==> src/rtl/core/pifb_div.sv <==
// ----------------------------------------------------------------------------
// pifb_div
// Restoring unsigned divider, one quotient bit per cycle.
// ----------------------------------------------------------------------------
module pifb_div #(
  parameter int N_W = 38,
  parameter int D_W = 7
) (
  input  logic           clk,
  input  logic           rst,
  input  logic           start,
  input  logic [N_W-1:0] dividend,
  input  logic [D_W-1:0] divisor,
  output logic           busy,
  output logic [N_W-1:0] quotient
);

  localparam int CNT_W = $clog2(N_W + 1);

  logic [D_W-1:0]   rem;
  logic [D_W-1:0]   dvs;
  logic [CNT_W-1:0] count;
  logic [D_W:0]     trial;
  logic             take;

  assign trial = {rem, quotient[N_W-1]};
  assign take  = trial >= {1'b0, dvs};

  always_ff @(posedge clk) begin
    if (rst) begin
      busy  <= 1'b0;
      count <= '0;
    end else if (start) begin
      busy  <= 1'b1;
      count <= CNT_W'(N_W);
    end else if (busy) begin
      count <= count - 1'b1;
      if (count == CNT_W'(1)) begin
        busy <= 1'b0;
      end
    end
  end

  always_ff @(posedge clk) begin
    if (start) begin
      rem      <= '0;
      dvs      <= divisor;
      quotient <= dividend;
    end else if (busy) begin
      rem      <= take ? D_W'(trial - {1'b0, dvs}) : trial[D_W-1:0];
      quotient <= {quotient[N_W-2:0], take};
    end
  end

endmodule
==> config.mk <==
export PLATFORM = sky130hd
export DESIGN_NAME = pifb_div
export DESIGN_NICKNAME = d
export VERILOG_FILES = /design/src/rtl/core/pifb_div.sv
export SDC_FILE = /design/constraint.sdc
export NUM_CORES = 1
export LEC_CHECK = 0
export ABC_AREA = 1
export CAP_MARGIN = 20
export CORE_MARGIN = 5
export CORE_UTILIZATION = 50
export CTS_CLUSTER_SIZE = 24
export DETAILED_ROUTE_END_ITERATION = 10
export DONT_BUFFER_PORTS = 1
export PLACE_DENSITY = 0.71
export SLEW_MARGIN = 20
export SYNTH_ARGS = -nofsm -noshare
export SYNTH_HDL_FRONTEND = slang
export SYNTH_SLANG_ARGS = --single-unit
==> constraint.sdc <==
create_clock -name clk -period 1.9 [get_ports clk]
set_input_delay 0 -clock clk [delete_from_list [all_inputs] [get_ports clk]]
set_output_delay 0 -clock clk [all_outputs]
set_load 0.01 [all_outputs]
## After elaboration in Yosys (flattened, before gate mapping)

Index checks and enable logic that the tools add are counted.

| storage, ports and cells | value |
|---|---|
| output and inout port bits | 39 |
| bits in registers | 59 |
| logic and storage cells | 20 |

| cells by class | value |
|---|---|
| reductions and logical operators | 2 |
| multiplexer cells | 8 |
| add/subtract/negate cells | 2 |
| $lt $le $gt $ge | 1 |
| eq/ne operators | 1 |

Operators by type and width:

| operator | count |
|---|---|
| $mux 38 | 2 |
| $mux 6 | 2 |
| $ge 8x7->1 | 1 |
| $mux 7 | 1 |
| $sub 7x7->7 | 1 |
| $eq 6x1->1 const B | 1 |
| $sub 6x1->6 const B | 1 |
| $mux 1 | 3 |
| $reduce_bool 2->1 | 1 |
| $reduce_or 2->1 | 1 |

## Logic depth before layout (Yosys ltp)

| depth | value |
|---|---|
| word-level depth | 4 |
| mapped depth | 12 |
| depth with buffers taken out | 12 |

## Worst setup path before layout

OpenSTA, ideal clock, no wires.

| path | value |
|---|---|
| path type | reg-to-reg |
| start point | reg quotient[37] |
| end point | reg rem[0] |
| period minus slack after synthesis | 1756 ps |
| slack | 144 ps |
| required time | 1765 ps |
| arrival | 1621 ps |
| stages on the path, launching flop included | 12 |
| buffers on the path | 0 |
| library setup time | 135 ps |
| cells stage by stage | edfxtp_1 > inv_1 > ha_1 > fa_1 > inv_1 > nand2_1 > nand2_1 > nand3_1 > nand3_4 > nand2_1 > nand3_1 > o21ai_2 |

| between the ends | value |
|---|---|
| cells in the longest elaborated chain, start to end | 2 |
| elaborated cells on any way between the ends | 3 |
| those cells by class | 1 x add/sub; 1 x order compare; 1 x mux |

RTL lines:

| element | RTL line | source |
|---|---|---|
| start: declaration | 15 | `output logic [N_W-1:0] quotient` |
| start signal: assignment | 48 | `quotient <= dividend;` |
| start signal: assignment | 51 | `quotient <= {quotient[N_W-2:0], take};` |
| $sub 7x7->7 or $ge 8x7->1 (tied branches) | 50, 27 |  |
| $mux 7 (*) | 50 | `rem <= take ? D_W'(trial - {1'b0, dvs}) : trial[D_W-1:0];` |
| end signal: assignment | 50 |  |
| end: declaration | 20 | `logic [D_W-1:0] rem;` |

Mark *: on every way between the ends. The rest lies on a longest branch, timed or not.
A chain may end at the register's enable or synchronous reset.

## Worst setup path in the final report

| path | value |
|---|---|
| start point | reg busy |
| end point | reg count[1] |

| between the ends | value |
|---|---|
| cells in the longest elaborated chain, start to end | 1 |

RTL lines:

| element | RTL line | source |
|---|---|---|
| start: declaration | 14 | `output logic busy,` |
| start signal: assignment | 31 | `busy <= 1'b0;` |
| start signal: assignment | 34 | `busy <= 1'b1;` |
| start signal: assignment | 39 | `busy <= 1'b0;` |
| $reduce_bool 2->1 (no source line) | - |  |
| end signal: assignment | 35 | `count <= CNT_W'(N_W);` |
| end signal: assignment | 37 | `count <= count - 1'b1;` |
| end: declaration | 22 | `logic [CNT_W-1:0] count;` |

No other way between the ends.

==> results.py <==
metrics = {
    "worst_hold_path": {
        "whs_path_depth": 1,
        "hold_start": "start",
        "hold_path_class": "in -> reg",
        "min_to": "dvs[4]",
    },
    "setup_path": {
        "rr_endpoint": "count[1]",
        "required_ps": 2120,
        "cp.arrival_ps": 1970,
        "cp_cell_sequence": "nor2_1, a221oi_1, dlygate4sd3_1",
        "critPathMaxFanout": 8,
        "rr_startpoint": "busy",
        "cp-start-kind": "flop",
        "end_kind": "flop",
        "cp_top_family": "buffers and inverters",
        "worst_path_largest_cell_delay_ps": 590,
        "slowest_stage": "dlygate4sd3_1",
        "r2r_slack_ps": 150,
        "cp.depth": 3,
        "cp.buffers_inverters": 1,
        "reg2reg_depth": 3,
        "crit_type": "reg -> reg",
    },
    "layout": {
        "synthToLayoutAreaGrowth_pct": 26.77,
        "nFillCells": 432,
        "multi_input_comb_area_um2": 1117,
        "nets": 440,
        "regArea_um2": 1632,
        "diodes": 0,
        "drive_above_1_share_pct": 8.786,
    },
    "yosys": {
        "synthFlopType": "edfxtp_1",
        "synth_seq_cells": 59,
        "synth_area_um2": 2898,
        "ys_async_sr_fraction_pct": 0,
        "synth_edf_count": 45,
        "synth_area_per_cell_um2": 8.808,
        "postSynthCellCount": 329,
        "yosysWarningCount": 0,
        "seq_area_frac_synth_pct": 56.30,
        "yosysUniqueCellTypes": 30,
        "syn_nets": 387,
    },
    "drt": {
        "routedWlPerCell_um": 14.76,
        "dr.pass1.iters": 4,
        "drc": 0,
        "via_count": 2342,
        "vias_per_cell": 5.102,
        "drtIter0Drc": 146,
        "drtAntennaViolNets": 0,
        "drt_wl_total_um": 6776,
    },
    "sta": {
        "skew_ps": 8.350,
        "max_freq_mhz": 570.2,
        "hold_violations": 0,
        "worstMarginPinSlew_ps": 636.2,
        "setup_viol_count_final": 0,
        "drv_slew": 0,
        "slew_headroom_pct": 57.52,
        "hold_slack_ps": 18.55,
        "post-route-period-util_pct": 92.30,
        "setup_tns_ps": 0,
        "min_period_ps": 1754,
        "rsz0062_at_grt": "no",
        "setup_ws_ps": 146.3,
    },
    "clocking": {
        "clock_sinks": 59,
        "clockBufferDepth": 2,
        "numCtsBuffers": 9,
        "cts-root-buf": "clkbuf_8",
        "insertion_delay_ps": 330,
        "cts_tree": "done",
        "htree_num_levels": 3,
        "clk_pin_slew_ps": 60,
    },
    "die": {
        "die_y_um": 86.13,
        "initial_core_util_pct": 51.99,
        "dieArea_um2": 7418,
        "die_w_um": 86.13,
        "coreArea_um2": 5574,
        "ios": 87,
        "floorplan.rows": 27,
    },
    "run_status": {
        "status": "finished clean",
    },
    "global_route": {
        "busiest_layer": "met2",
        "gr-total-overflow": 0,
        "grt_max_degree": 50,
        "grt_pass1_vias": 2357,
        "grt_pass1_wl_um": 11310,
        "gr-usage-met3_pct": 6.532,
        "met2_usage_pct": 31.89,
        "grt_use_total_pct": 19.49,
        "use_met1_pct": 23.97,
        "antenna_found_initial": 0,
    },
    "placement": {
        "dp_slack_ps": 59.07,
        "post-dp-hpwl_um": 4435,
        "portBuffers": 0,
        "routabilityCongestion": 0.8486,
    },
    "pwr": {
        "power_density_nw_per_um2": 887.3,
        "finalPower_uw": 3259,
        "irDropWorstVdd_uv": 593.0,
        "leakage_uw": 0.001707,
    },
    "job": {
        "maxCapViolCount": 0,
    },
}
-- report_power, final --
part,switching [uW],total [uW],internal [uW]
clock,471,1150,677
sequential,128,1660,1530
combinational,254,450,196
total,852,3260,2410
-- layout make-up --
type / instances / share of cell area [%]
timing repair buffer: 51 / 13.96
clock inverter: 2 / 0.9537
sequential: 59 / 44.41
tap: 72 / 2.452
multi-input combinational: 228 / 30.42
inverter: 33 / 3.372
clock buffer: 14 / 4.428
-- synthesized netlist by cell type (all sizes together) (2+ instances only) --
cell	count	area (um2)
nand2	161	606.8
edfxtp	45	1351
inv	33	123.9
nand3	20	122.6
dfxtp	14	280.3
nor2	12	57.55
ha	9	112.6
clkbuf	8	30.03
nand3b	5	37.54
a21oi	4	31.28
nor3	3	15.01
xor2	3	26.28
nand4	2	12.51
-- cell usage in the layout (no fill, tap or decap), drive strengths merged --
master,n
a21boi,1
a21oi,4
a221oi,1
a31oi,1
buf,4
bufinv,1
clkbuf,14
clkinv,1
dfxtp,14
dlygate4sd3,47
edfxtp,45
fa,1
ha,9
inv,33
nand2,161
nand3,20
nand3b,5
nand4,2
nor2,12
nor3,3
nor4,1
o21ai,1
o311ai,1
o31ai,1
or2,1
xor2,3
-- stage by stage --
stage                     cell area (um2)  utilization (%)  instances
after global placement               2973            53.33        395
after floorplan                      2898                -        329
after CTS                            3661            65.68        459
after detailed placement             2973            53.33        395
final                                3674            65.90        459
after global routing                 3674            65.90        459
-- worst reg2reg max path, delay by kind of cell, from the launching register on --
family / cells / cell delay, ps
AOI/OAI and AO/OA: 1 / 180
DFF: 1 / 390
and+or+nand+nor: 1 / 490
buffers and inverters: 1 / 590
-- worst max-delay path by stage --
stage            startpoint     endpoint  slack [ps]
2_1_floorplan  quotient[37]       rem[0]         140
3_3_place_gp         dvs[0]       rem[0]         150
3_5_place_dp   quotient[37]       rem[0]          60
4_1_cts              dvs[0]  quotient[0]          40
5_1_grt                busy     count[1]          10
6_report               busy     count[1]         150
-- per-layer routing --
metal / share of wire (%) / vias to the layer above
met2: 50 / 87
met4: 1.5 / 0
li1: - / 1161
met3: 7.7 / 10
met1: 41 / 1084
met5: 0 / -
-- logic make-up after synthesis --
family	synth area share [%]
and+or+nand+nor	29.92
DFF	56.30
buffers and inverters	5.570
AOI/OAI and AO/OA	2.721
adders and majority gates	4.577
xor gates and xnor gates	0.9069
-- flip-flops by register name, summed over array words and instances (netlist names) --
| signal | flops |
|---|---|
| busy | 1 |
| count | 6 |
| dvs | 7 |
| quotient | 38 |
| rem | 7 |
-- what timing repair did --
item,CTS,global route
hold endpoints to repair,66,0
hold buffers,48,0
endpoints found under the setup margin,0,8
buffers inserted,0,0
gates resized for setup,0,4
(Power assumes the default switching activity.)
