File: src/rtl/core/pifb_ring.sv
// ----------------------------------------------------------------------------
// pifb_ring
// Sample history memory: one write port, one read port, registered read data.
// ----------------------------------------------------------------------------
module pifb_ring #(
  parameter int DEPTH = 64,
  parameter int W     = 32
) (
  input  logic                     clk,
  input  logic                     rst,
  input  logic                     we,
  input  logic [$clog2(DEPTH)-1:0] waddr,
  input  logic [W-1:0]             wdata,
  input  logic                     re,
  input  logic [$clog2(DEPTH)-1:0] raddr,
  output logic [W-1:0]             rdata,
  output logic                     rvalid
);

  logic [W-1:0] mem [DEPTH];

  always_ff @(posedge clk) begin
    if (we) begin
      mem[waddr] <= wdata;
    end
    if (re) begin
      rdata <= mem[raddr];
    end
  end

  always_ff @(posedge clk) begin
    if (rst) begin
      rvalid <= 1'b0;
    end else begin
      rvalid <= re;
    end
  end

endmodule

File: config.mk
export PLATFORM = sky130hd
export DESIGN_NAME = pifb_ring
export DESIGN_NICKNAME = d
export VERILOG_FILES = /design/src/rtl/core/pifb_ring.sv
export SDC_FILE = /design/constraint.sdc
export NUM_CORES = 2
export LEC_CHECK = 0
export BUFFER_PORTS_ARGS = -buffer_cell sky130_fd_sc_hd__buf_2
export CAP_MARGIN = 40
export CORE_UTILIZATION = 40
export DETAILED_ROUTE_END_ITERATION = 8
export PLACE_DENSITY = 0.69
export SETUP_SLACK_MARGIN = 0.05
export SLEW_MARGIN = 20
export SYNTH_ARGS = -nofsm -noshare
export SYNTH_HDL_FRONTEND = slang
export SYNTH_SLANG_ARGS = --single-unit
File: constraint.sdc
create_clock -name clk -period 3.4 [get_ports clk]
set_input_delay 0.34 -clock clk [delete_from_list [all_inputs] [get_ports clk]]
set_output_delay 0.34 -clock clk [all_outputs]
set_load 0.05 [all_outputs]
== Yosys cells after proc, flatten, opt, wreduce, memory -nomap -nowiden ==
Memory sizes are Yosys's and may differ from the RTL's. A register that Yosys moved wholly into a read port is not among the register bits.
Index checks and enable logic that the tools add are counted.
Word-level totals
  bits in writable memories: 2048
  ROM bits: 0
  memories: 1
  register bits after elaboration: 1
  latch bits: 0
  output and inout port bits: 33
  word-level logic and storage cells: 4
Memories
  mem: depth 64, bits a word 32, read ports 1, clocked after Yosys merged registers in 1, wr ports 1, line 20  | logic [W-1:0] mem [DEPTH];
Cells by class
  $mul: 0
  add/sub/neg operators: 0
  bitwise gates (word level): 0
  divide/modulo/power cells: 0
  order comparisons: 0
  equality and inequality tests: 0
  shift operators: 0
  reductions and logical operators: 0
  multiplexer cells: 2
Operators by type and width (count)
  1-bit 2-to-1 mux: 2

== Logic depth before layout (Yosys ltp) ==
  depth in word-level cells: 2
  mapped depth: 10

== Worst setup path after synthesis ==
OpenSTA, ideal clock, no wires.
  path kind: input to register
  start: in waddr[3]
  end: mem mem[48][0], enable pin
  cell stages on the path: 4
  arrival time: 3065 ps
  required time: 2939 ps
  setup slack: -126 ps
  path buffers: 1
  path through: clkbuf_1 -> nor2b_1 -> nand4b_1 -> nor3_1
RTL lines
  from (decl): line 12  | input logic [$clog2(DEPTH)-1:0] waddr,
  to (decl): line 20
Straight into the memory's write port.

==> impl_table.tex <==
\begin{tabular}{lr}
\hline
Metric & Value \\
\hline
\multicolumn{2}{l}{\textbf{Floorplanning}} \\
\quad Area of the die & 199000 um2 \\
\quad Number of top-level pins & 81 \\
\quad Horiz. Die Dim & 446 um \\
\quad Overall die height & 446 um \\
\quad Standard-cell row count & 162 \\
\quad Floorplan core area & 195000 um2 \\
\quad Starting density of the core & 40.4\% \\
\multicolumn{2}{l}{\textbf{Setup path}} \\
\quad Category of the worst setup path launch point & primary input \\
\quad Data arrival, critical path & 2.99 ns \\
\quad Crit path kind & primary input to flip-flop \\
\quad Data required time at the worst endpoint & 4.05 ns \\
\quad CP max FO & 19 \\
\quad Critical Path Sink Type & flip-flop \\
\multicolumn{2}{l}{\textbf{Placed design}} \\
\quad Placed standard-cell area & 84700 um2 \\
\quad Placed Cells incl. Taps & 6129 \\
\quad Number of port buffers & 80 \\
\quad Post-detail-place hpwl & 118000 um \\
\quad Routability congestion estimate & 0.798 \\
\multicolumn{2}{l}{\textbf{Synthesis}} \\
\quad Sequential cell area fraction in the yosys report & 79.1\% \\
\quad Share of flip-flops with an asynchronous set or reset & 0\% \\
\quad Largest area contributor in the synthesized netlist & sky130\_fd\_sc\_hd\_\_edfxtp\_1 \\
\quad Flip-flop cell with the highest count after synthesis & sky130\_fd\_sc\_hd\_\_edfxtp\_1 \\
\quad Post-synthesis instance area & 78900 um2 \\
\quad Post-Syn Nets & 3420 \\
\quad Synth Register Bits & 2081 \\
\quad Yosys warnings & 0 \\
\quad Top cells by area in the synthesized netlist & sky130\_fd\_sc\_hd\_\_edfxtp\_1, sky130\_fd\_sc\_hd\_\_mux4\_2, sky130\_fd\_sc\_hd\_\_o22ai\_1 \\
\quad Number of flops mapped to enable cells by yosys & 2080 \\
\quad Unique cell type count in the Yosys netlist & 35 \\
\quad Mapped Cells & 3372 \\
\quad Synthesized area per cell & 23.4 um2 \\
\quad Top cell type's share of synthesized area & 79.1\% \\
\multicolumn{2}{l}{\textbf{Power and ir drop}} \\
\quad Leakage power figure & 28.1 nW \\
\quad Power density cells & 572 nW/um2 \\
\quad IR Drop Worst-Case VDD & 0.474 mV \\
\multicolumn{2}{l}{\textbf{Finish}} \\
\quad Fraction of layout cells with a size suffix above 1 & 30.6\% \\
\quad Share of the core filled with cells in the final layout & 46.6\% \\
\quad Number of fill cells & 15.8k \\
\quad Area growth from synthesis to layout & 15.3\% \\
\quad Total non-filler cell area in the finished layout & 91000 um2 \\
\quad Non-Filler Instances & 6517 \\
\quad Post-layout net count & 3778 \\
\multicolumn{2}{l}{\textbf{Timing}} \\
\quad Unrepaired setup endpoints after global routing & false \\
\quad Number of setup violations in the final report & 0 \\
\quad Max Freq & 429 MHz \\
\quad Max-slew headroom at the worst pin & 41.8\% \\
\quad Worst clock skew & 0.0281 ns \\
\quad Final clock period utilization by the worst path & 68.6\% \\
\quad Final count of hold timing violations & 0 \\
\quad Slew at the pin closest to its max-slew limit & 0.870 ns \\
\quad Post-Route Setup TNS & 0 ns \\
\quad Worst Hold Margin & 0.0576 ns \\
\quad Post-layout minimum cycle time & 2.33 ns \\
\quad Total count of max-transition violations in the final report & 0 \\
\multicolumn{2}{l}{\textbf{Global routing}} \\
\quad Maximum number of pins on one net before global-route repair & 67 \\
\quad Initial antenna violation count & 16 \\
\quad GR Overflow Total & 0 \\
\quad Total Routing Usage GR & 20.1\% \\
\quad Via count of the first global-routing pass & 38.4k \\
\quad Global-route wire length before repair & 285000 um \\
\multicolumn{2}{l}{\textbf{Clocking}} \\
\quad CTS buffer count & 196 \\
\quad Root buffer cell & sky130\_fd\_sc\_hd\_\_clkbuf\_16 \\
\quad Clk sink count & 2081 \\
\quad Source-to-sink clock delay at the later pin of the worst-skew pair & 0.81 ns \\
\quad CTS resizes & 0 \\
\quad Clock tree from TritonCTS & yes \\
\quad Number of levels in the clock H-tree & 4 \\
\quad Max Buffers Root-to-Sink & 3 \\
\quad Clock-pin slew on the worst setup and hold paths & 0.06 ns \\
\multicolumn{2}{l}{\textbf{Status}} \\
\quad Status & completed \\
\multicolumn{2}{l}{\textbf{Worst hold path}} \\
\quad Path class of the lowest-slack min-delay path & primary input to flip-flop \\
\multicolumn{2}{l}{\textbf{Route}} \\
\quad Via count & 38.5k \\
\quad Post-route DRC violation count & 0 \\
\quad Pre-antenna DRT Iters & 5 \\
\quad Antenna Nets Post-Route & 0 \\
\quad Total Wirelength & 201000 um \\
\quad Vias/cell & 5.91 \\
\quad DRC marker count from the first detailed-route iteration & 5367 \\
\quad Wire per inst & 30.9 um \\
\multicolumn{2}{l}{\textbf{Job}} \\
\quad Count of maximum capacitance violations & 0 \\
\hline
\end{tabular}
-- sequential cells by signal, summed over array words and instances (netlist names) --
name    cells
rvalid      1
rdata      32
mem      2048
-- worst max-delay path, stage by stage --
cell	delay, ns
sky130_fd_sc_hd__buf_2	0.56
sky130_fd_sc_hd__nand3b_1	0.56
sky130_fd_sc_hd__buf_4	0.35
sky130_fd_sc_hd__o22ai_1	0.12
sky130_fd_sc_hd__nor4_1	0.73
sky130_fd_sc_hd__o22a_1	0.28
-- what timing repair did --
item	in CTS	in global routing
buffers inserted	0	0
hold buffers	22	1
hold endpoints to repair	339	31
-- power breakdown --
group | internal [mW] | total, mW | switching, mW
Sequential | 28.4 | 28.5 | 0.0842
Clock | 11.5 | 20.7 | 9.23
Combinational | 1.06 | 2.82 | 1.75
-- layout make-up --
type / count / area (um2) / area share, %
flip-flops and latches: 2081 / 62500 / 68.6
multi-input cells: 1105 / 15900 / 17.4
clock buffers: 237 / 5140 / 5.65
repair buffers: 346 / 3410 / 3.75
well taps: 2624 / 3280 / 3.61
clock inverters: 116 / 850 / 0.933
diodes: 8 / 20.0 / 0.0220
-- synth_stat cells (9+ instances only) --
| master | number |
|---|---|
| sky130_fd_sc_hd__nand2_1 | 28 |
| sky130_fd_sc_hd__buf_6 | 30 |
| sky130_fd_sc_hd__nand3_1 | 20 |
| sky130_fd_sc_hd__buf_1 | 9 |
| sky130_fd_sc_hd__buf_2 | 61 |
| sky130_fd_sc_hd__mux4_2 | 498 |
| sky130_fd_sc_hd__a22oi_1 | 28 |
| sky130_fd_sc_hd__buf_4 | 28 |
| sky130_fd_sc_hd__o22a_1 | 27 |
| sky130_fd_sc_hd__o221ai_1 | 33 |
| sky130_fd_sc_hd__o22ai_1 | 113 |
| sky130_fd_sc_hd__nor2_1 | 94 |
| sky130_fd_sc_hd__nand2b_1 | 12 |
| sky130_fd_sc_hd__clkbuf_1 | 56 |
| sky130_fd_sc_hd__mux2_2 | 42 |
| sky130_fd_sc_hd__nand4_1 | 16 |
| sky130_fd_sc_hd__a211oi_1 | 35 |
| sky130_fd_sc_hd__nor4_1 | 17 |
| sky130_fd_sc_hd__edfxtp_1 | 2080 |
| sky130_fd_sc_hd__mux2i_1 | 54 |
| sky130_fd_sc_hd__nor2b_1 | 29 |
| sky130_fd_sc_hd__nor3_1 | 11 |
-- worst paths after layout --
kind	start	to	slack (ns)	cells after the start
setup reg to reg	mem[51][30]$_DFFE_PP_	rdata[30]$_DFFE_PP_	1.28	5
setup / recovery	raddr[4]	rdata[26]$_DFFE_PP_	1.07	6
hold / removal	wdata[13]	mem[61][13]$_DFFE_PP_	0.06	2
hold reg to reg	mem[39][14]$_DFFE_PP_	rdata[14]$_DFFE_PP_	0.91	4
-- per-layer routing --
| layer | routed length [um] | GRT usage [%] |
|---|---|---|
| met5 | 0 | 0 |
| met4 | 6950 | 6.68 |
| met3 | 19700 | 3.66 |
| met2 | 98000 | 32.6 |
| met1 | 76800 | 27.6 |
-- metrics by stage --
stage / total power [mW] / setup WS [ns]
6_report: 52.1 / 1.07
5_1_grt: 53.4 / 1.15
4_1_cts: 52.3 / 1.12
3_5_place_dp: 31.9 / 0.264
3_3_place_gp: 31.7 / 0.182
2_1_floorplan: 30.6 / 0.418
-- layout by cell type, fill, tap and decap left out, types with 29 or more instances in the layout --
cell type	n
sky130_fd_sc_hd__mux2_2	42
sky130_fd_sc_hd__a211oi_1	35
sky130_fd_sc_hd__mux2i_1	54
sky130_fd_sc_hd__clkbuf_1	37
sky130_fd_sc_hd__buf_4	161
sky130_fd_sc_hd__clkinv_2	29
sky130_fd_sc_hd__nor2_4	62
sky130_fd_sc_hd__buf_2	84
sky130_fd_sc_hd__o221ai_1	33
sky130_fd_sc_hd__mux4_2	498
sky130_fd_sc_hd__nor2b_1	29
sky130_fd_sc_hd__o22ai_1	113
sky130_fd_sc_hd__nor2_1	32
sky130_fd_sc_hd__clkinv_1	61
sky130_fd_sc_hd__clkbuf_16	200
sky130_fd_sc_hd__buf_12	70
sky130_fd_sc_hd__edfxtp_1	2080
-- kinds of logic (layout without fill, tap and decap cells) --
logic type             count (synthesis)  in the layout  synth area share [%]
AOI/OAI and AO/OA                    265            265                  2.43
buffers and inverters                186            699                  1.40
DFF                                 2081           2081                  79.1
muxes                                594            594                  15.5
other                                  0              8                     0
and+or+nand+nor                      246            246                  1.53
Power figures use the tool's default switching activity.
